## src/rtl/core/npic_pkg.sv

```systemverilog
// shared types and constants of the nested priority interrupt controller
package npic_pkg;

  localparam int unsigned NumSrc   = 16;
  localparam int unsigned PrioBits = 2;
  localparam int unsigned SrcW     = $clog2(NumSrc);
  localparam int unsigned CntW     = $clog2(NumSrc + 1);

  typedef logic [SrcW-1:0]     src_t;
  typedef logic [CntW-1:0]     cnt_t;
  typedef logic [PrioBits-1:0] prio_t;

  // event codes
  typedef enum logic [2:0] {
    FUNC_RAISE  = 3'd0,
    FUNC_CLEAR  = 3'd1,
    FUNC_WRITE  = 3'd2,
    FUNC_ENABLE = 3'd3,
    FUNC_GLOBAL = 3'd4,
    FUNC_TICK   = 3'd5,
    FUNC_RETURN = 3'd6,
    FUNC_NONE   = 3'd7
  } func_e;

  // configuration register indexes
  typedef enum logic [1:0] {
    REG_PRIO  = 2'd0,
    REG_ACLR  = 2'd1,
    REG_REMEM = 2'd2,
    REG_FPOS  = 2'd3
  } reg_e;

  // sequencer states
  typedef enum logic [3:0] {
    ST_IDLE,
    ST_DECODE,
    ST_QSCAN,
    ST_QSHIFT,
    ST_INSERT,
    ST_USCAN,
    ST_USHIFT,
    ST_HEAD,
    ST_POP,
    ST_REQ,
    ST_OUT
  } state_e;

  // request from the sequencer to the list memory
  typedef struct packed {
    logic rd_en;
    logic [SrcW-1:0] rd_addr;
    logic wr_en;
    logic wr_sel;   // 0 pending list, 1 preempted stack
    logic [SrcW-1:0] wr_addr;
    src_t wr_data;
    logic rd_sel;
  } mem_req_t;

endpackage

```

## src/rtl/core/nested_priority_interrupt_controller_unit.sv

```systemverilog
// top level of the nested priority interrupt controller
// One event beat is taken at a time and its result beat is held in an output
// register; the next event is accepted in the cycle after that result is taken.
// Queueing a source walks the pending list in the list memory one entry per
// cycle to look for the source and its insertion point, then moves the entries
// behind that point up one per cycle. Clearing a queued flag walks the list
// and closes the gap. A return that clears its flag and then re-queues a
// preempted source does both.
// Configuration is to be written by the user only while no event is in
// flight; the block itself does not enforce it.
module nested_priority_interrupt_controller_unit (
  input  logic        clk_i,
  input  logic        rst_ni,
  input  logic        cfg_we_i,
  input  logic [1:0]  cfg_index_i,
  input  logic [47:0] cfg_data_i,
  input  logic        in_valid_i,
  output logic        in_ready_o,
  input  logic [2:0]  func_i,
  input  logic [3:0]  source_i,
  input  logic [7:0]  value_i,
  output logic        out_valid_o,
  input  logic        out_ready_i,
  output logic        taken_o,
  output logic [3:0]  taken_source_o,
  output logic        active_valid_o,
  output logic [3:0]  active_source_o,
  output logic [15:0] flags_o,
  output logic        raise_notify_o,
  output logic        exit_notify_o,
  output logic        return_error_o
);

  // configuration
  logic [31:0] prio_map_q;
  logic [15:0] aclr_q, remem_q;
  logic [47:0] fpos_q;

  always_ff @(posedge clk_i or negedge rst_ni) begin
    if (!rst_ni) begin
      prio_map_q <= '0;
      aclr_q     <= '0;
      remem_q    <= '0;
      fpos_q     <= '0;
    end else if (cfg_we_i) begin
      unique case (npic_pkg::reg_e'(cfg_index_i))
        npic_pkg::REG_PRIO:  prio_map_q <= cfg_data_i[31:0];
        npic_pkg::REG_ACLR:  aclr_q     <= cfg_data_i[15:0];
        npic_pkg::REG_REMEM: remem_q    <= cfg_data_i[15:0];
        npic_pkg::REG_FPOS:  fpos_q     <= cfg_data_i;
        default: ;
      endcase
    end
  end

  function automatic npic_pkg::prio_t prio_of(logic [31:0] m, npic_pkg::src_t s);
    return m[s*npic_pkg::PrioBits +: npic_pkg::PrioBits];
  endfunction

  // state
  npic_pkg::state_e state_q, state_d;
  logic [15:0] flags_q, flags_d, en_q, en_d;
  logic [7:0]  gcnt_q, gcnt_d;
  npic_pkg::cnt_t pcnt_q, pcnt_d, scnt_q, scnt_d;
  logic act_q, act_d;
  npic_pkg::src_t aidx_q, aidx_d;
  npic_pkg::func_e func_q, func_d;
  npic_pkg::src_t src_q, src_d;
  logic [7:0] val_q, val_d;
  // walk pointer, insert point, found flag, source under queue/unqueue
  npic_pkg::cnt_t ptr_q, ptr_d, at_q, at_d;
  logic atset_q, atset_d;
  npic_pkg::src_t qs_q, qs_d;
  logic req_q, req_d;          // requeue pending after removal
  logic ov_q, ov_d, tk_q, tk_d, rn_q, rn_d, xn_q, xn_d, re_q, re_d;
  npic_pkg::src_t ts_q, ts_d;

  npic_pkg::mem_req_t req;
  npic_pkg::src_t rd_data;

  npic_list_mem u_mem (.clk_i(clk_i), .req_i(req), .rd_data_o(rd_data));

  always_ff @(posedge clk_i or negedge rst_ni) begin
    if (!rst_ni) begin
      state_q <= npic_pkg::ST_IDLE;
      flags_q <= '0; en_q <= '0; gcnt_q <= '0;
      pcnt_q <= '0; scnt_q <= '0; act_q <= 1'b0; aidx_q <= '0;
      ov_q <= 1'b0; req_q <= 1'b0; atset_q <= 1'b0;
    end else begin
      state_q <= state_d;
      flags_q <= flags_d; en_q <= en_d; gcnt_q <= gcnt_d;
      pcnt_q <= pcnt_d; scnt_q <= scnt_d; act_q <= act_d; aidx_q <= aidx_d;
      ov_q <= ov_d; req_q <= req_d; atset_q <= atset_d;
    end
  end

  always_ff @(posedge clk_i) begin
    func_q <= func_d; src_q <= src_d; val_q <= val_d;
    ptr_q <= ptr_d; at_q <= at_d; qs_q <= qs_d;
    tk_q <= tk_d; rn_q <= rn_d; xn_q <= xn_d; re_q <= re_d; ts_q <= ts_d;
  end

  assign in_ready_o = (state_q == npic_pkg::ST_IDLE) && !ov_q;
  assign out_valid_o = ov_q;

  // sequencer
  always_comb begin
    logic [15:0] b;
    b = 16'(1) << src_q;
    state_d = state_q;
    flags_d = flags_q; en_d = en_q; gcnt_d = gcnt_q;
    pcnt_d = pcnt_q; scnt_d = scnt_q; act_d = act_q; aidx_d = aidx_q;
    func_d = func_q; src_d = src_q; val_d = val_q;
    ptr_d = ptr_q; at_d = at_q; atset_d = atset_q; qs_d = qs_q;
    req_d = req_q;
    ov_d = ov_q; tk_d = tk_q; rn_d = rn_q; xn_d = xn_q; re_d = re_q; ts_d = ts_q;
    req = '0;
    if (ov_q && out_ready_i) ov_d = 1'b0;

    unique case (state_q)
      npic_pkg::ST_IDLE: begin
        if (in_valid_i && in_ready_o) begin
          func_d = npic_pkg::func_e'(func_i);
          src_d = source_i; val_d = value_i;
          tk_d = 1'b0; ts_d = '0; rn_d = 1'b0; xn_d = 1'b0; re_d = 1'b0;
          req_d = 1'b0;
          state_d = npic_pkg::ST_DECODE;
        end
      end
      npic_pkg::ST_DECODE: begin
        state_d = npic_pkg::ST_OUT;
        ptr_d = '0; atset_d = 1'b0; at_d = pcnt_q;
        unique case (func_q) inside
          npic_pkg::FUNC_RAISE: begin
            if (!(flags_q[src_q])) begin
              flags_d = flags_q | b;
              if (en_q[src_q]) begin
                rn_d = 1'b1; qs_d = src_q;
                state_d = npic_pkg::ST_QSCAN;
              end
            end
          end
          npic_pkg::FUNC_CLEAR, npic_pkg::FUNC_WRITE: begin
            if (flags_q[src_q] && (func_q == npic_pkg::FUNC_CLEAR ||
                val_q[fpos_q[src_q*3 +: 3]])) begin
              flags_d = flags_q & ~b; qs_d = src_q;
              state_d = npic_pkg::ST_USCAN;
            end
          end
          npic_pkg::FUNC_ENABLE: begin
            if (val_q[0] != en_q[src_q]) begin
              en_d = val_q[0] ? (en_q | b) : (en_q & ~b);
              if (val_q[0] && flags_q[src_q] && remem_q[src_q]) begin
                qs_d = src_q; state_d = npic_pkg::ST_QSCAN;
              end
            end
          end
          npic_pkg::FUNC_GLOBAL: gcnt_d = val_q;
          npic_pkg::FUNC_TICK: begin
            if (gcnt_q > 8'd1) gcnt_d = gcnt_q - 8'd1;
            else if (gcnt_q == 8'd1 && pcnt_q != '0) begin
              req.rd_en = 1'b1; req.rd_addr = '0;
              state_d = npic_pkg::ST_HEAD;
            end
          end
          npic_pkg::FUNC_RETURN: begin
            if (!act_q) re_d = 1'b1;
            else begin
              xn_d = 1'b1; act_d = 1'b0;
              if (scnt_q != '0) begin
                scnt_d = scnt_q - 1'b1;
                req_d = 1'b1;
              end
              if (aclr_q[aidx_q] && flags_q[aidx_q]) begin
                flags_d = flags_q & ~(16'(1) << aidx_q);
                qs_d = aidx_q;
                state_d = npic_pkg::ST_USCAN;
              end else if (scnt_q != '0) begin
                // stack top read for the re-queue
                req.rd_en = 1'b1; req.rd_sel = 1'b1;
                req.rd_addr = npic_pkg::SrcW'(scnt_q - 1'b1);
                state_d = npic_pkg::ST_POP;
              end
            end
          end
          default: ;
        endcase
        if (state_d == npic_pkg::ST_QSCAN || state_d == npic_pkg::ST_USCAN) begin
          if (pcnt_q != '0) begin
            req.rd_en = 1'b1; req.rd_addr = '0;
          end
        end
      end
      npic_pkg::ST_POP: begin
        // stack top read issued in decode
        qs_d = rd_data; req_d = 1'b0; ptr_d = '0; atset_d = 1'b0; at_d = pcnt_q;
        state_d = npic_pkg::ST_QSCAN;
        if (pcnt_q != '0) begin
          req.rd_en = 1'b1; req.rd_addr = '0;
        end
      end
      npic_pkg::ST_REQ: begin
        qs_d = rd_data; req_d = 1'b0; ptr_d = '0; atset_d = 1'b0; at_d = pcnt_q;
        state_d = npic_pkg::ST_QSCAN;
        if (pcnt_q != '0) begin
          req.rd_en = 1'b1; req.rd_addr = '0;
        end
      end
      npic_pkg::ST_QSCAN: begin
        // rd_data holds entry ptr_q when ptr_q below count
        if (ptr_q == pcnt_q) begin
          if (pcnt_q == npic_pkg::CntW'(npic_pkg::NumSrc)) state_d = npic_pkg::ST_OUT;
          else begin
            ptr_d = pcnt_q;
            if (at_q == pcnt_q) begin
              req.wr_en = 1'b1; req.wr_addr = npic_pkg::SrcW'(pcnt_q);
              req.wr_data = qs_q;
              pcnt_d = pcnt_q + 1'b1; state_d = npic_pkg::ST_OUT;
            end else begin
              req.rd_en = 1'b1; req.rd_addr = npic_pkg::SrcW'(pcnt_q - 1'b1);
              state_d = npic_pkg::ST_QSHIFT;
            end
          end
        end else if (rd_data == qs_q) begin
          state_d = npic_pkg::ST_OUT;
        end else begin
          if (!atset_q && prio_of(prio_map_q, qs_q) > prio_of(prio_map_q, rd_data)) begin
            at_d = ptr_q; atset_d = 1'b1;
          end
          ptr_d = ptr_q + 1'b1;
          if (ptr_q + 1'b1 != pcnt_q) begin
            req.rd_en = 1'b1; req.rd_addr = npic_pkg::SrcW'(ptr_q + 1'b1);
          end
        end
      end
      npic_pkg::ST_QSHIFT: begin
        // move entry ptr-1 to ptr, reading ptr-2 next
        req.wr_en = 1'b1; req.wr_addr = npic_pkg::SrcW'(ptr_q); req.wr_data = rd_data;
        ptr_d = ptr_q - 1'b1;
        if (ptr_q - 1'b1 == at_q) state_d = npic_pkg::ST_INSERT;
        else begin
          req.rd_en = 1'b1; req.rd_addr = npic_pkg::SrcW'(ptr_q - 2'd2);
        end
      end
      npic_pkg::ST_INSERT: begin
        // new source into the opened slot
        req.wr_en = 1'b1; req.wr_addr = npic_pkg::SrcW'(at_q); req.wr_data = qs_q;
        pcnt_d = pcnt_q + 1'b1;
        state_d = npic_pkg::ST_OUT;
      end
      npic_pkg::ST_USCAN: begin
        if (ptr_q == pcnt_q) begin
          state_d = req_q ? npic_pkg::ST_REQ : npic_pkg::ST_OUT;
        end else if (rd_data == qs_q && !atset_q) begin
          atset_d = 1'b1; pcnt_d = pcnt_q - 1'b1;
          if (ptr_q + 1'b1 == pcnt_q) state_d = req_q ? npic_pkg::ST_REQ : npic_pkg::ST_OUT;
          else begin
            req.rd_en = 1'b1; req.rd_addr = npic_pkg::SrcW'(ptr_q + 1'b1);
            state_d = npic_pkg::ST_USHIFT;
          end
        end else begin
          ptr_d = ptr_q + 1'b1;
          if (ptr_q + 1'b1 != pcnt_q) begin
            req.rd_en = 1'b1; req.rd_addr = npic_pkg::SrcW'(ptr_q + 1'b1);
          end
        end
        if (state_d == npic_pkg::ST_REQ) begin
          req.rd_en = 1'b1; req.rd_sel = 1'b1; req.rd_addr = npic_pkg::SrcW'(scnt_q);
        end
      end
      npic_pkg::ST_USHIFT: begin
        // move entry ptr+1 down to ptr, reading ptr+2 next
        req.wr_en = 1'b1; req.wr_addr = npic_pkg::SrcW'(ptr_q); req.wr_data = rd_data;
        ptr_d = ptr_q + 1'b1;
        if (ptr_q + 1'b1 == pcnt_q) state_d = req_q ? npic_pkg::ST_REQ : npic_pkg::ST_OUT;
        else begin
          req.rd_en = 1'b1; req.rd_addr = npic_pkg::SrcW'(ptr_q + 2'd2);
        end
        if (state_d == npic_pkg::ST_REQ) begin
          req.rd_en = 1'b1; req.rd_sel = 1'b1; req.rd_addr = npic_pkg::SrcW'(scnt_q);
        end
      end
      npic_pkg::ST_HEAD: begin
        state_d = npic_pkg::ST_OUT;
        if (!act_q || prio_of(prio_map_q, rd_data) > prio_of(prio_map_q, aidx_q)) begin
          if (act_q && scnt_q != npic_pkg::CntW'(npic_pkg::NumSrc)) begin
            req.wr_en = 1'b1; req.wr_sel = 1'b1;
            req.wr_addr = npic_pkg::SrcW'(scnt_q); req.wr_data = aidx_q;
            scnt_d = scnt_q + 1'b1;
          end
          aidx_d = rd_data; act_d = 1'b1; tk_d = 1'b1; ts_d = rd_data;
        end
      end
      npic_pkg::ST_OUT: begin
        ov_d = 1'b1; state_d = npic_pkg::ST_IDLE;
      end
      default: state_d = npic_pkg::ST_IDLE;
    endcase
  end

  assign taken_o        = tk_q;
  assign taken_source_o = ts_q;
  assign active_valid_o = act_q;
  assign active_source_o = act_q ? aidx_q : '0;
  assign flags_o        = flags_q;
  assign raise_notify_o = rn_q;
  assign exit_notify_o  = xn_q;
  assign return_error_o = re_q;

endmodule

```

## src/rtl/core/npic_list_mem.sv

```systemverilog
// list memories: pending list and preempted stack, with a registered read port
module npic_list_mem (
  input  logic               clk_i,
  input  npic_pkg::mem_req_t req_i,
  output npic_pkg::src_t     rd_data_o
);

  npic_pkg::src_t pend_mem [npic_pkg::NumSrc];
  npic_pkg::src_t stk_mem  [npic_pkg::NumSrc];

  // write port
  always_ff @(posedge clk_i) begin
    if (req_i.wr_en) begin
      if (req_i.wr_sel) stk_mem[req_i.wr_addr] <= req_i.wr_data;
      else pend_mem[req_i.wr_addr] <= req_i.wr_data;
    end
  end

  // registered read port
  always_ff @(posedge clk_i) begin
    if (req_i.rd_en) begin
      rd_data_o <= req_i.rd_sel ? stk_mem[req_i.rd_addr] : pend_mem[req_i.rd_addr];
    end
  end

endmodule

```

## config.mk

```make
export PLATFORM = sky130hd
export DESIGN_NAME = nested_priority_interrupt_controller_unit
export DESIGN_NICKNAME = d
export VERILOG_FILES = /design/src/rtl/core/npic_pkg.sv /design/src/rtl/core/nested_priority_interrupt_controller_unit.sv /design/src/rtl/core/npic_list_mem.sv
export SDC_FILE = /design/constraint.sdc
export NUM_CORES = 1
export LEC_CHECK = 0
export BUFFER_PORTS_ARGS = -buffer_cell sky130_fd_sc_hd__buf_2
export CAP_MARGIN = 20
export CORE_MARGIN = 2
export CORE_UTILIZATION = 66
export DETAILED_ROUTE_END_ITERATION = 12
export PLACE_DENSITY = 0.85
export SETUP_SLACK_MARGIN = 0.15
export SLEW_MARGIN = 20
export SYNTH_ARGS = -nofsm -noshare
export SYNTH_HDL_FRONTEND = slang
export SYNTH_SLANG_ARGS = --single-unit
```

## constraint.sdc

```tcl
create_clock -name clk_i -period 8.85 [get_ports clk_i]
set_input_delay 1.77 -clock clk_i [delete_from_list [all_inputs] [get_ports clk_i]]
set_output_delay 1.77 -clock clk_i [all_outputs]
set_load 0.005 [all_outputs]
```

==> results.cfg <==
[cells_and_area]
final_layout_size_suffix_gt1_share_pct = 24.9
syn_to_final_growth_pct = 9.70
fin_nets = 1606
fillers = 1669
final_area_mm2 = 0.0197
utilization_pct = 73.3
diodes = 0

[sta]
timing.fmax_ghz = 0.202
tns_ps = 0
rsz0062_at_grt = false
tightest_slew_ps = 1140
fin_skew_ps = 22.7
fin_ws_ps = 3890
slew_violations = 0
period_needed_ps = 4960
setup_viol = 0
finalHoldViolCount = 0
timing.final.crit_share_pct = 56.0
max-slew-margin-rel_pct = 23.7

[logic_synthesis]
ys_async_sr_fraction_pct = 50.7
ys_warn_count = 0
synth_nets = 1561
syn_avg_cell_area_um2 = 12.1
synth_cell_types = 86
yosys.area.top_type = edfxtp_1
synth_top_cells_by_count = 174 x dfrtp_1, 169 x edfxtp_1, 132 x mux2_2, 130 x nor2_1
syn-cell-area_mm2 = 0.0179
synth_edf_count = 169
synth_flop_cell = dfrtp_1
netlist.area_leader.share_pct = 28.3
synth_most_common_cell = dfrtp_1
synth_seq_cells = 343
syn_inst = 1475
netlist_top_cells_area = edfxtp_1 28%, dfrtp_1 24%, mux2_2 8.3%
ys_seq_area_share_pct = 52.6

[global_route]
grt_usage_pct = 32.8
grt_pass1_vias = 13000
antenna_found_initial = 0
grt_max_degree = 111
grt-ovfl-total = 0
grt_pass1_wl_um = 72700

[clock_network]
postCtsSetupBuffers = 0
cts_resized = 0
clockRootBuffer = clkbuf_16
cts_buffers = 36
htree_levels = 2
cts_sinks = 343
cts_tree = done
cts_hold_buf = 0
path_clk_slew_ps = 60
insertion_delay_ps = 540
cts_max_path_buffers = 3

[worst_setup_path]
r2r_start = u_mem.rd_data_o[0]
start_kind = flip-flop
crit_fanout = 32
end_kind = flip-flop
worstSetupPathType = flip-flop to flip-flop
worst_r2r_path_depth = 9
r2r_end = u_mem.pend_mem[0][1]
worstPathArrival_ps = 4900
worstPathRequired_ps = 8790
ff2ff_setup_slack_ps = 3890

[worst_hold_path]
hp-class = flip-flop to flip-flop
holdPathStages = 1

[placement]
place_area_mm2 = 0.0184
portBuffers = 100
place_ws_ps = 3770
dp_hpwl_um = 30700
globalplace.congestion = 0.928

[route]
via_per_inst = 7.07
vias = 13300
wl_um = 46900
firstDrtPassIters = 9
drc = 0
drt_iter0_drc = 1969
ant_nets = 0
routedWlPerCell_um = 24.9

[floorplanning]
die_w_um = 169
start_util_pct = 66.8
pin_count = 101
core_mm2 = 0.0268
die_y_um = 169
die_area_mm2 = 0.0285
num_rows = 60

[run]
max_cap_violations = 0

[power]
vdd_drop_max_v = 0.000204
cellPowerDensity_mw_per_mm2 = 333
leakage_uw = 0.00761

[status]
status = finished clean
==> sequential cells by signal, indices dropped and copies added, names as in the netlist, 4 cells and up, named ones only <==
name             cells
u_mem.pend_mem      64
u_mem.stk_mem       64
fpos_q              48
prio_map_q          32
aclr_q              16
flags_o             16
remem_q             16
gcnt_q               8
val_q                8
at_q                 5
pcnt_q               5
ptr_q                5
scnt_q               5
aidx_q               4
qs_q                 4
src_q                4
state_q              4
taken_source_o       4
u_mem.rd_data_o      4
==> through the flow <==
step	total power, uW	instances	hold WS, ps
CTS	6470	1886	506
global route	6820	1886	515
detailed placement	4870	1823	493
finish	6550	1886	501
global placement	4770	1823	482
floorplan	4230	1475	465
==> logic make-up after synthesis <==
logic type                 share of synthesized area [%]
and+or+nand+nor                                     11.0
adders and majority gates                           1.12
muxes                                               17.4
buffers and inverters                               3.65
AOI/OAI and AO/OA                                   11.8
xor gates and xnor gates                            2.40
DFF                                                 52.6
==> layer usage <==
layer	wire length (um)	up-vias	track usage (%)	share of wire (%)
met4	1790	0	12.5	3.8
met2	21300	945	50.1	46
li1	-	5695	-	-
met5	0	-	0	0
met3	5260	174	6.87	11
met1	18500	6521	47.1	39
==> cells in the final DEF, fill, tap and decap left out, drive strengths merged, types with 7 or more instances in the layout <==
| master | n |
|---|---|
| a41oi | 8 |
| xor2 | 22 |
| and2 | 13 |
| a22oi | 13 |
| o211ai | 10 |
| nand2b | 9 |
| and3 | 17 |
| o22ai | 7 |
| a31oi | 20 |
| dfrtp | 174 |
| buf | 108 |
| o22a | 11 |
| mux4 | 60 |
| nor2b | 15 |
| o2111ai | 7 |
| nor2 | 133 |
| a221o | 7 |
| a21oi | 46 |
| clkinv | 9 |
| clkbuf | 53 |
| xnor2 | 21 |
| mux2i | 26 |
| a211oi | 22 |
| nand2 | 85 |
| nand4 | 12 |
| a311o | 9 |
| mux2 | 133 |
| nor3 | 20 |
| edfxtp | 169 |
| nor4 | 13 |
| nand3b | 9 |
| nand3 | 61 |
| ha | 16 |
| inv | 32 |
| o21ai | 86 |
==> worst max path at each step <==
| stage | startpoint | endpoint | slack, ps | depth (start not counted) |
|---|---|---|---|---|
| 3_5_place_dp | aidx_q[0] | u_mem.pend_mem[4][1] | 3770 | 11 |
| 2_1_floorplan | aidx_q[0] | u_mem.pend_mem[4][0] | 4730 | 16 |
| 6_report | u_mem.rd_data_o[0] | u_mem.pend_mem[0][1] | 3890 | 9 |
| 3_3_place_gp | aidx_q[0] | u_mem.pend_mem[4][0] | 4090 | 11 |
| 5_1_grt | u_mem.rd_data_o[0] | u_mem.pend_mem[2][1] | 3610 | 9 |
| 4_1_cts | aidx_q[0] | u_mem.pend_mem[4][1] | 3740 | 11 |
==> layout make-up <==
class / count / area (um2) / area share [%]
tap: 341 / 427 / 2.17
inverter: 35 / 131 / 0.669
sequential: 343 / 9430 / 48.0
clock buffer: 52 / 1050 / 5.35
clock inverter: 11 / 191 / 0.974
multi-input combinational: 995 / 7840 / 39.9
timing repair buffer: 109 / 577 / 2.94
==> where the power goes <==
group          switching [uW]  leakage (uW)  internal, uW
Sequential                413       0.00373          2020
Combinational            1500       0.00328          1040
Clock                     630      0.000602           948
Total                    2540       0.00761          4010
==> worst max-delay path, cell delays in order, from the launching register on <==
cell,delay (ps)
edfxtp_1,810
mux4_2,590
mux4_2,510
ha_1,300
nor2b_1,130
o21ai_0,370
nor2_1,70
and2_1,320
a222oi_1,360
clkinv_1,870
Power figures use the tool's default switching activity.
